--- config.mk ---
export PLATFORM = sky130hd
export DESIGN_NAME = n_queens_backtrack_solver
export DESIGN_NICKNAME = d
export VERILOG_FILES = /design/src/design/nqb_pkg.sv /design/src/design/n_queens_backtrack_solver.sv
export SDC_FILE = /design/constraint.sdc
export NUM_CORES = 1
export LEC_CHECK = 0
export ABC_AREA = 1
export BUFFER_PORTS_ARGS = -buffer_cell sky130_fd_sc_hd__buf_2
export CAP_MARGIN = 10
export CORE_AREA = 4 4 171 123
export DETAILED_ROUTE_END_ITERATION = 10
export DIE_AREA = 0 0 175 127
export GPL_ROUTABILITY_DRIVEN = 0
export HOLD_SLACK_MARGIN = 0.05
export PLACE_DENSITY = 0.79
export SETUP_SLACK_MARGIN = 0.15
export SYNTH_ARGS = -nofsm -noshare
export SYNTH_HDL_FRONTEND = slang
export SYNTH_SLANG_ARGS = --single-unit
--- constraint.sdc ---
create_clock -name clk -period 4.75 [get_ports clk]
set_input_delay 0.95 -clock clk [delete_from_list [all_inputs] [get_ports clk]]
set_output_delay 0.95 -clock clk [all_outputs]
set_load 0.02 [all_outputs]
--- src/design/nqb_pkg.sv ---
package nqb_pkg;

    // default largest board
    localparam int MAX_N_DEF = 16;

    // microprogram step addresses
    typedef enum logic [3:0] {
        S_IDLE,
        S_START,
        S_SEARCH,
        S_TEST,
        S_BACKCHK,
        S_BACK,
        S_FAIL,
        S_EMPTY,
        S_RDK,
        S_ROW,
        S_NEXTK
    } step_t;

    // datapath operations
    typedef enum logic [2:0] {
        OP_NOP,
        OP_LOAD,
        OP_TRY,
        OP_BACK,
        OP_EMIT_STAT,
        OP_EMIT_ROW
    } op_t;

    // jump conditions
    typedef enum logic [2:0] {
        C_NEVER,
        C_IN_ACC,
        C_N_ZERO,
        C_ROW_FULL,
        C_EXHAUST,
        C_ROW_ZERO,
        C_OUT_FREE,
        C_K_DONE
    } cond_t;

    // one control word: operation, jump condition, taken and fall-through targets, solved flag
    typedef struct packed {
        op_t   op;
        cond_t cond;
        step_t jmp;
        step_t nxt;
        logic  sol;
    } uword_t;

    // control store
    function automatic uword_t ucode_rom(input step_t s);
        uword_t w;
        begin
            case (s)
                S_IDLE:    w = '{OP_LOAD,      C_IN_ACC,   S_START, S_IDLE,    1'b0};
                S_START:   w = '{OP_NOP,       C_N_ZERO,   S_EMPTY, S_SEARCH,  1'b0};
                S_SEARCH:  w = '{OP_NOP,       C_ROW_FULL, S_RDK,   S_TEST,    1'b0};
                S_TEST:    w = '{OP_TRY,       C_EXHAUST,  S_BACKCHK, S_SEARCH, 1'b0};
                S_BACKCHK: w = '{OP_NOP,       C_ROW_ZERO, S_FAIL,  S_BACK,    1'b0};
                S_BACK:    w = '{OP_BACK,      C_NEVER,    S_IDLE,  S_SEARCH,  1'b0};
                S_FAIL:    w = '{OP_EMIT_STAT, C_OUT_FREE, S_IDLE,  S_FAIL,    1'b0};
                S_EMPTY:   w = '{OP_EMIT_STAT, C_OUT_FREE, S_IDLE,  S_EMPTY,   1'b1};
                S_RDK:     w = '{OP_NOP,       C_NEVER,    S_IDLE,  S_ROW,     1'b1};
                S_ROW:     w = '{OP_EMIT_ROW,  C_OUT_FREE, S_NEXTK, S_ROW,     1'b1};
                S_NEXTK:   w = '{OP_NOP,       C_K_DONE,   S_IDLE,  S_RDK,     1'b1};
                default:   w = '{OP_NOP,       C_NEVER,    S_IDLE,  S_IDLE,    1'b0};
            endcase
            return w;
        end
    endfunction

endpackage

--- src/design/n_queens_backtrack_solver.sv ---
// N-queens solver: one input word gives the board size (values above MAX_N saturate to
// MAX_N), and the block runs a depth-first search that places one queen per row, trying
// columns in ascending order, and returns the first full placement as one output word per
// row, the final one marked with last. Sizes two and three give a single word with
// solved = 0, and size zero a single word with solved = 1 and has_row = 0. The search is
// driven by a small microprogram that tests one candidate column per pass through its
// search and test steps; running out of columns in a row backs up through a check step and
// a back step, and each row word is read out through read, emit and next-row steps. The
// per-row column stack is a small memory with a registered read port. A new size is taken
// only when the sequencer is idle, while the last output word may still be waiting.
module n_queens_backtrack_solver #(
    parameter int MAX_N = nqb_pkg::MAX_N_DEF
) (
    input  logic       clk,
    input  logic       rst_n,
    input  logic [4:0] board_size,
    input  logic       in_valid,
    output logic       in_ready,
    output logic       solved,
    output logic       has_row,
    output logic [3:0] row_index,
    output logic [3:0] queen_column,
    output logic       last,
    output logic       out_valid,
    input  logic       out_ready
);
    import nqb_pkg::*;

    localparam int RW  = $clog2(MAX_N + 1);
    localparam int AW  = (MAX_N > 1) ? $clog2(MAX_N) : 1;
    localparam int DN  = 2 * MAX_N - 1;
    localparam int DIW = $clog2(2 * MAX_N);

    step_t           step_reg, step_next;
    logic [RW-1:0]   n_reg, n_next;
    logic [RW-1:0]   row_reg, row_next;
    logic [RW-1:0]   cand_reg, cand_next;
    logic [RW-1:0]   k_reg, k_next;
    logic [MAX_N-1:0] cols_reg, cols_next;
    logic [DN-1:0]   dn_reg, dn_next;
    logic [DN-1:0]   up_reg, up_next;
    logic            out_valid_reg, out_valid_next;
    logic            solved_reg, has_row_reg, last_reg;
    logic [3:0]      row_index_reg, queen_column_reg;

    logic [AW-1:0]   stack [MAX_N];
    logic [AW-1:0]   rd_data_reg;
    logic [AW-1:0]   rd_addr;
    logic            stk_we;

    uword_t          uw;
    logic            cond_hit;
    logic            in_acc;
    logic            out_free;
    logic            emit_load;
    logic            exhaust;
    logic            is_free;
    logic [RW-1:0]   row_m1;
    logic            tg_en;
    logic [RW-1:0]   tg_row;
    logic [AW-1:0]   tg_col;
    logic [DIW-1:0]  dn_idx, up_idx, tdn_idx, tup_idx;

    // control word fetch and handshake terms
    assign uw        = ucode_rom(step_reg);
    assign in_ready  = (uw.op == OP_LOAD);
    assign in_acc    = in_valid && in_ready;
    assign out_free  = !out_valid_reg || out_ready;
    assign emit_load = ((uw.op == OP_EMIT_STAT) || (uw.op == OP_EMIT_ROW)) && out_free;
    assign exhaust   = (cand_reg == n_reg);
    assign row_m1    = row_reg - 1'b1;

    // attack test for the current row and candidate column
    assign dn_idx  = DIW'(row_reg) + DIW'(MAX_N - 1) - DIW'(cand_reg);
    assign up_idx  = DIW'(row_reg) + DIW'(cand_reg);
    assign is_free = !cols_reg[cand_reg[AW-1:0]] && !dn_reg[dn_idx] && !up_reg[up_idx];

    // jump condition
    always_comb
    begin
        case (uw.cond)
            C_NEVER:    cond_hit = 1'b0;
            C_IN_ACC:   cond_hit = in_acc;
            C_N_ZERO:   cond_hit = (n_reg == '0);
            C_ROW_FULL: cond_hit = (row_reg == n_reg);
            C_EXHAUST:  cond_hit = exhaust;
            C_ROW_ZERO: cond_hit = (row_reg == '0);
            C_OUT_FREE: cond_hit = out_free;
            C_K_DONE:   cond_hit = (k_reg == n_reg);
            default:    cond_hit = 1'b0;
        endcase
    end

    // stack read address
    always_comb
    begin
        case (step_reg)
            S_BACKCHK: rd_addr = row_m1[AW-1:0];
            default:   rd_addr = k_reg[AW-1:0];
        endcase
    end

    // datapath and sequencer next state
    always_comb
    begin
        step_next      = cond_hit ? uw.jmp : uw.nxt;
        n_next         = n_reg;
        row_next       = row_reg;
        cand_next      = cand_reg;
        k_next         = k_reg;
        cols_next      = cols_reg;
        dn_next        = dn_reg;
        up_next        = up_reg;
        stk_we         = 1'b0;
        tg_en          = 1'b0;
        tg_row         = row_reg;
        tg_col         = cand_reg[AW-1:0];
        out_valid_next = emit_load ? 1'b1 : (out_ready ? 1'b0 : out_valid_reg);
        case (uw.op)
            OP_LOAD:
            begin
                if (in_acc)
                begin
                    if ({1'b0, board_size} > 6'(MAX_N))
                        n_next = RW'(MAX_N);
                    else
                        n_next = RW'(board_size);
                    row_next  = '0;
                    cand_next = '0;
                    k_next    = '0;
                    cols_next = '0;
                    dn_next   = '0;
                    up_next   = '0;
                end
            end
            OP_TRY:
            begin
                if (!exhaust)
                begin
                    if (is_free)
                    begin
                        stk_we    = 1'b1;
                        tg_en     = 1'b1;
                        row_next  = row_reg + 1'b1;
                        cand_next = '0;
                    end
                    else
                    begin
                        cand_next = cand_reg + 1'b1;
                    end
                end
            end
            OP_BACK:
            begin
                tg_en     = 1'b1;
                tg_row    = row_m1;
                tg_col    = rd_data_reg;
                row_next  = row_m1;
                cand_next = RW'(rd_data_reg) + 1'b1;
            end
            OP_EMIT_ROW:
            begin
                if (out_free)
                    k_next = k_reg + 1'b1;
            end
            default:
            begin
            end
        endcase
        tdn_idx = DIW'(tg_row) + DIW'(MAX_N - 1) - DIW'(tg_col);
        tup_idx = DIW'(tg_row) + DIW'(tg_col);
        // place or lift a queen
        if (tg_en)
        begin
            cols_next[tg_col] = ~cols_reg[tg_col];
            dn_next[tdn_idx]  = ~dn_reg[tdn_idx];
            up_next[tup_idx]  = ~up_reg[tup_idx];
        end
    end

    // control registers
    always_ff @(posedge clk or negedge rst_n)
    begin
        if (!rst_n)
        begin
            step_reg      <= S_IDLE;
            n_reg         <= '0;
            row_reg       <= '0;
            cand_reg      <= '0;
            k_reg         <= '0;
            cols_reg      <= '0;
            dn_reg        <= '0;
            up_reg        <= '0;
            out_valid_reg <= 1'b0;
        end
        else
        begin
            step_reg      <= step_next;
            n_reg         <= n_next;
            row_reg       <= row_next;
            cand_reg      <= cand_next;
            k_reg         <= k_next;
            cols_reg      <= cols_next;
            dn_reg        <= dn_next;
            up_reg        <= up_next;
            out_valid_reg <= out_valid_next;
        end
    end

    // column stack memory
    always_ff @(posedge clk)
    begin
        if (stk_we)
            stack[row_reg[AW-1:0]] <= cand_reg[AW-1:0];
        rd_data_reg <= stack[rd_addr];
    end

    // output word register
    always_ff @(posedge clk)
    begin
        if (emit_load)
        begin
            solved_reg       <= uw.sol;
            has_row_reg      <= (uw.op == OP_EMIT_ROW);
            row_index_reg    <= (uw.op == OP_EMIT_ROW) ? 4'(k_reg) : 4'd0;
            queen_column_reg <= (uw.op == OP_EMIT_ROW) ? 4'(rd_data_reg) : 4'd0;
            last_reg         <= (uw.op == OP_EMIT_STAT) || (RW'(k_reg + 1'b1) == n_reg);
        end
    end

    assign out_valid    = out_valid_reg;
    assign solved       = solved_reg;
    assign has_row      = has_row_reg;
    assign row_index    = row_index_reg;
    assign queen_column = queen_column_reg;
    assign last         = last_reg;

    // one queen per placed row in every attack mask
    a_cols_count: assert property (@(posedge clk) disable iff (!rst_n)
        $countones(cols_reg) == int'(row_reg))
        else $error("column mask does not match placed rows");

    a_dn_count: assert property (@(posedge clk) disable iff (!rst_n)
        $countones(dn_reg) == int'(row_reg))
        else $error("down diagonal mask does not match placed rows");

    a_up_count: assert property (@(posedge clk) disable iff (!rst_n)
        $countones(up_reg) == int'(row_reg))
        else $error("up diagonal mask does not match placed rows");

    // a row word always belongs to a solved run
    a_row_solved: assert property (@(posedge clk) disable iff (!rst_n)
        out_valid && has_row |-> solved)
        else $error("row word without a solution");

endmodule

After elaboration in Yosys (flattened, before gate mapping)
Memory sizes are Yosys's and may differ from the RTL's. A register that Yosys moved wholly into a read port is not among the register bits.
Cells that the tools add are included.
Operators by class
  $add $sub $neg: 11
  multiplexer cells: 53
  bitwise operators: 3
  reduce and logical (&&, ||, !) cells: 24
  equal/unequal tests: 21
  magnitude comparators: 10
Operator list (number)
  31-bit 2-to-1 mux: 6
  31-bit bitwise mux: 2
  16-bit 2-to-1 mux: 3
  5-bit 2-to-1 mux: 8
  5-bit case mux with 3 select lines: 2
  5-bit by 6-bit < comparator with 1-bit output, second input constant: 4
  1-bit binary-select mux with 5-bit select: 4
  5-bit equality test: 4
  3-bit equality test, second input constant: 6
  16-bit bitwise mux: 1
  1-bit 2-to-1 mux: 16
  5-bit by 1-bit adder with 5-bit output, second input constant: 3
  3-bit by 2-bit equality test with 1-bit output, second input constant: 4
  4-bit 2-to-1 mux: 3
  5-bit by 4-bit adder with 5-bit output, second input constant: 2
  1-bit demux with 5-bit select: 2
  5-bit by 1-bit >= comparator with 1-bit output, second input constant: 2
  5-bit zero test: 2
  4-bit by 5-bit < comparator with 1-bit output, second input constant: 2
  5-bit case mux with 2 select lines: 1
  1-bit binary-select mux with 4-bit select: 2
  1-bit case mux with 8 select lines: 1
  1-bit logical AND: 7
  3-bit by 1-bit equality test with 1-bit output, second input constant: 2
  other kinds (22): 33
Storage, ports and cells
  input port bits: 9
  bits in read-only memories: 240
  memories: 2
  register bits after elaboration: 114
  memory bits (writable): 64
Memories
  (no name shown): depth 16, bits a word 15, rd ports 1, clocked after Yosys merged registers in 0, wr ports 0, RTL line nqb_pkg.sv:56  | case (s)
  stack: depth 16, bits a word 4, rd ports 1, clocked after Yosys merged registers in 1, wr ports 1, RTL line n_queens_backtrack_solver.sv:46  | logic [AW-1:0] stack [MAX_N];

Depth between registers and ports, before layout
  depth after elaboration: 12
  depth in mapped cells: 30
  depth with buffers taken out: 26

Least setup slack after synthesis
OpenSTA, ideal clock, no wires.
  path type: flip-flop to flip-flop
  from: reg step_reg[1]
  to: reg dn_reg[27]
  cell stages (with the launch flop): 27
  required time: 4.633 ns
  arrival time: 4.234 ns
  slack: 0.399 ns
  library setup time: 0.117 ns
  buffers on the path: 4
  cells stage by stage: dfrtp_1 > inv_1 > ha_1 > inv_1 > nand2_1 > nand3_4 > nor2_8 > nand2_4 > buf_6 > inv_1 > clkbuf_1 > o21ai_0 > ha_1 > inv_1 > ha_1 > fa_1 > clkbuf_1 > inv_1 > o21ai_0 > a21oi_1 > o21ai_0 > nand2_2 > buf_6 > nand2_1 > o21ai_0 > nand2_1 > nand2_1
On the way
  longest elaborated chain between the ends: 11
RTL lines
  from (decl): RTL line n_queens_backtrack_solver.sv:34  | step_t step_reg, step_next;
  from (signal assigned): RTL line n_queens_backtrack_solver.sv:198  | step_reg <= step_next;
  memory 16 x 15 bit (*)
  3-bit by 2-bit equality test with 1-bit output: RTL line n_queens_backtrack_solver.sv:119  | case (uw.op)
  5-bit 2-to-1 mux: RTL line n_queens_backtrack_solver.sv:119
  5-bit by 4-bit adder with 5-bit output: RTL line n_queens_backtrack_solver.sv:170  | tdn_idx = DIW'(tg_row) + DIW'(MAX_N - 1) - DIW'(tg_col);
  5-bit by 4-bit subtractor with 5-bit output: RTL line n_queens_backtrack_solver.sv:170
  5-bit by 6-bit < comparator with 1-bit output (implied by the code) or 5-bit by 1-bit >= comparator with 1-bit output (tied branches): RTL line n_queens_backtrack_solver.sv:176  | dn_next[tdn_idx] = ~dn_reg[tdn_idx];
  1-bit logical AND (implied by the code): RTL line n_queens_backtrack_solver.sv:176
  1-bit 2-to-1 mux (implied by the code): RTL line n_queens_backtrack_solver.sv:176
  1-bit demux with 5-bit select: RTL line n_queens_backtrack_solver.sv:176
  31-bit bitwise mux: RTL line n_queens_backtrack_solver.sv:176
  31-bit 2-to-1 mux (*): RTL line n_queens_backtrack_solver.sv:173  | if (tg_en)
  net dn_next[27]: RTL line n_queens_backtrack_solver.sv:40  | logic [DN-1:0] dn_reg, dn_next;
  to (signal assigned): RTL line n_queens_backtrack_solver.sv:204  | dn_reg <= dn_next;
  to (decl): RTL line n_queens_backtrack_solver.sv:40
Mark *: on every way through the listed nets, which the timed path passes. The rest lies on a longest branch. The select of a mux whose other input is x is not followed.
A chain may end at the register's enable or synchronous reset.

Worst setup path in the final report
  from: reg step_reg[1]
  to: reg dn_reg[4]
Same word-level chain as after synthesis.

==> reports/summary.log <==
INFO  outcome        run_status=finished, final reports clean
INFO  global_routing grt_first_pass_wirelength=54,550microns
INFO  placement      detailed_place_hpwl=22,240microns
INFO  drt            detailedRoute.firstIterationViolations=1,832
INFO  synth          synth_seq_cells=182
INFO  global_routing via_count_of_the_first_global_routing_pass=10,799
INFO  timing         timing.max_slew.rel_slack=0.1891
INFO  synth          sequential_fraction_of_the_synthesis_area=0.3996
INFO  timing         portion_of_the_clock_cycle_consumed_by_the_worst_path_in_the_final_layout=0.9114
INFO  global_routing largest_net_degree_at_the_start_of_global_routing=111
INFO  die            io_pins=22
INFO  timing         rsz_0062_raised_after_global_routing=false
INFO  timing         max_freq=231.0MHz
INFO  global_routing overflow=0
INFO  synth          synth.cells.most_frequent=nand2_1 (550), inv_1 (199), nand3_1 (197)
INFO  synth          synth_top_cell_area_share=0.2098
INFO  drt            final_antenna_net_count=0
INFO  cts            cts_hold_buffers=0
INFO  drt            wl_per_cell=16.77microns
INFO  die            die_area=22,230squm
INFO  cts            clock_insertion_delay_worst_skew=0.46ns
INFO  job            count_of_maximum_capacitance_violations=0
INFO  critical_path  crit_arrival=4.68ns
INFO  cts            total_clock_sinks=182
INFO  critical_path  critical_path.endpoint_type=flip-flop
INFO  cells_and_area final_layout_size_suffix_gt1_frac=0.08246
INFO  critical_path  critPathLaunchType=flip-flop
INFO  drt            number_of_design_rule_violations_left_after_detail_routing=0
INFO  critical_path  crit_fanout=16
INFO  placement      post-place-ws=0.06911ns
INFO  critical_path  crit_required=5.10ns
INFO  critical_path  path_buf_inv=8
INFO  synth          synth_top_cells_by_area=dfrtp_1 (21%), edfxtp_1 (18%), nand2_1 (17%)
INFO  synth          post_syn_instances=1,708
INFO  timing         timing_worst_slew_pin_value=1.212ns
INFO  timing         timing_max_transition_violations_final=0
INFO  critical_path  max_stage_delay=0.39ns
INFO  die            std_cell_rows=43
INFO  critical_path  cpMostUsedCell=inv_1
INFO  die            initial_utilization=0.6308
INFO  synth          synth_flop_cell=dfrtp_1
INFO  synth          syn-cell-area=12,290squm
INFO  synth          distinct_cell_type_count_after_synthesis=53
INFO  drt            postRouteWirelength=33,400microns
INFO  synth          postSynthNetCount=1,759
INFO  cells_and_area number_of_antenna_cells_inserted=0
INFO  timing         setup_tns=0ns
INFO  cells_and_area final_nets=1,760
INFO  global_routing antenna_violations_before_repair=0
INFO  synth          ys.warnings.count=0
INFO  critical_path  critical_path.slowest_cell=dfrtp_1
INFO  cts            clock_path_buffers=2
INFO  synth          synth_area_leader_cell=dfrtp_1
INFO  cts            clock_tree_from_tritoncts=yes
INFO  timing         final_critical_path_setup_slack=0.4209ns
INFO  timing         finClkSkew=0.02024ns
INFO  global_routing grtUsageTotal=0.3001
INFO  drt            vias_per_cell=5.902
INFO  synth          synth-edff-count=75
INFO  die            fp.dieW=175microns
INFO  hold_path      hold_path.class=primary input to asynchronous set/reset pin
INFO  critical_path  timing.critical_path.max_delay_family=simple AND/OR/NAND/NOR gates
INFO  cts            clk_transition_reported_paths=0.09ns
INFO  synth          yosys.cell_count.top_type=nand2_1
INFO  die            fp.dieH=127microns
INFO  cts            cts_buffer_count=17
INFO  cells_and_area flow.area_growth_from_synthesis=8.809%
INFO  synth          syn_avg_cell_area=7.193squm
INFO  cts            htree_levels=4
INFO  synth          ys_async_rst_share=0.5659
INFO  die            core_area=19,480squm
INFO  drt            firstDrtPassIters=6
INFO  cells_and_area largest_register_ff_count=64
INFO  timing         setup_viol=0
INFO  timing         fin_crit=4.329ns
INFO  timing         final_hold_vio_count=0
INFO  placement      io_buffers=21
INFO  cts            clock-root-buffer=clkbuf_16
INFO  drt            total_number_of_vias=11,757
INFO  critical_path  criticalPathCategory=flip-flop to flip-flop
layout make-up:
type / count / area (sq um)
Multi-Input combinational cell: 1244 / 6326
Fill cell: 1587 / 6108
Sequential cell: 182 / 4910
Inverter: 212 / 808.3
Clock buffer: 17 / 425.4
Timing Repair Buffer: 52 / 377.9
Tap cell: 270 / 337.8
Clock inverter: 15 / 182.7
routing by layer:
layer  track usage  share of wire  vias up
li1              -              -     5575
met1        0.4613           0.44     5412
met2        0.4317           0.42      700
met3       0.06566           0.12       70
met4       0.07941          0.018        0
met5             0              0        -
worst reg2reg max path, delay by kind of cell (launching register included):
family | cells | cell delay [ns]
adder cells (fa/ha/maj) | 3 | 0.92
buffers and inverters | 8 | 0.95
AO/OA/AOI/OAI | 3 | 0.50
flip-flops | 1 | 0.39
XOR/XNOR | 1 | 0.16
AND/OR/NAND/NOR | 10 | 1.33
cells in the final DEF, fill, tap and decap left out, types with 5 or more instances in the layout:
| cell | synthesis | layout |
|---|---|---|
| nand2_4 | 4 | 10 |
| xnor2_1 | 10 | 8 |
| o21ai_0 | 89 | 86 |
| a22oi_1 | 6 | 6 |
| edfxtp_1 | 75 | 75 |
| buf_2 | 17 | 20 |
| o21ai_1 | 27 | 29 |
| nand2_2 | 6 | 6 |
| inv_1 | 199 | 196 |
| dfrtp_1 | 103 | 103 |
| nor3_1 | 7 | 7 |
| nor3_2 | 7 | 5 |
| nor2_1 | 131 | 130 |
| a21oi_1 | 32 | 32 |
| o221ai_1 | 10 | 10 |
| nand4_1 | 33 | 33 |
| clkbuf_16 | 0 | 17 |
| o22ai_1 | 20 | 20 |
| xor2_1 | 19 | 19 |
| o211ai_1 | 10 | 10 |
| inv_2 | 7 | 9 |
| o2111ai_1 | 8 | 8 |
| nand2_1 | 550 | 546 |
| ha_1 | 38 | 38 |
| buf_4 | 8 | 29 |
| nand3_1 | 197 | 197 |
path summary, 6_finish.rpt:
path	start	end	slack [ns]	depth (start not counted)
setup / recovery	step_reg[1]	dn_reg[4]	0.42	25
max in group asynchronous	rst_n	cols_reg[12]	3.30	2
min in group clk	up_reg[11]	up_reg[11]	0.54	2
setup reg to reg	step_reg[1]	dn_reg[4]	0.42	25
hold reg to reg	up_reg[11]	up_reg[11]	0.54	2
hold / removal	rst_n	dn_reg[27]	0.53	1
per-stage QoR:
stage	instance area (sq um)	hold WS, ns	std cells	utilization
6_report	13370	0.5305	1992	0.6864
5_1_grt	13370	0.5599	1992	0.6864
4_1_cts	13230	0.5320	1987	0.6794
3_5_place_dp	12620	0.5243	1955	0.6478
3_3_place_gp	12620	0.5163	1955	0.6478
2_1_floorplan	12290	0.4938	1708	-
cells by family (layout without fill, tap and decap cells):
family / count (synthesis) / count (layout) / synth area share
AND/OR/NAND/NOR: 954 / 957 / 0.3360
AO/OA/AOI/OAI: 216 / 216 / 0.1031
buffers and inverters: 285 / 296 / 0.09543
XOR/XNOR: 29 / 29 / 0.02067
flip-flops: 182 / 182 / 0.3996
adder cells (fa/ha/maj): 42 / 42 / 0.04522
repair_timing:
item                       CTS  global route
resized for setup            1            20
pin swaps                    0             4
cloned                       0             3
setup endpoints to repair   20            62
buffers inserted             0             2
Power is left out: the tool's default activity adds up to more than one toggle a clock period on the data nets, which glitch-free logic cannot reach.
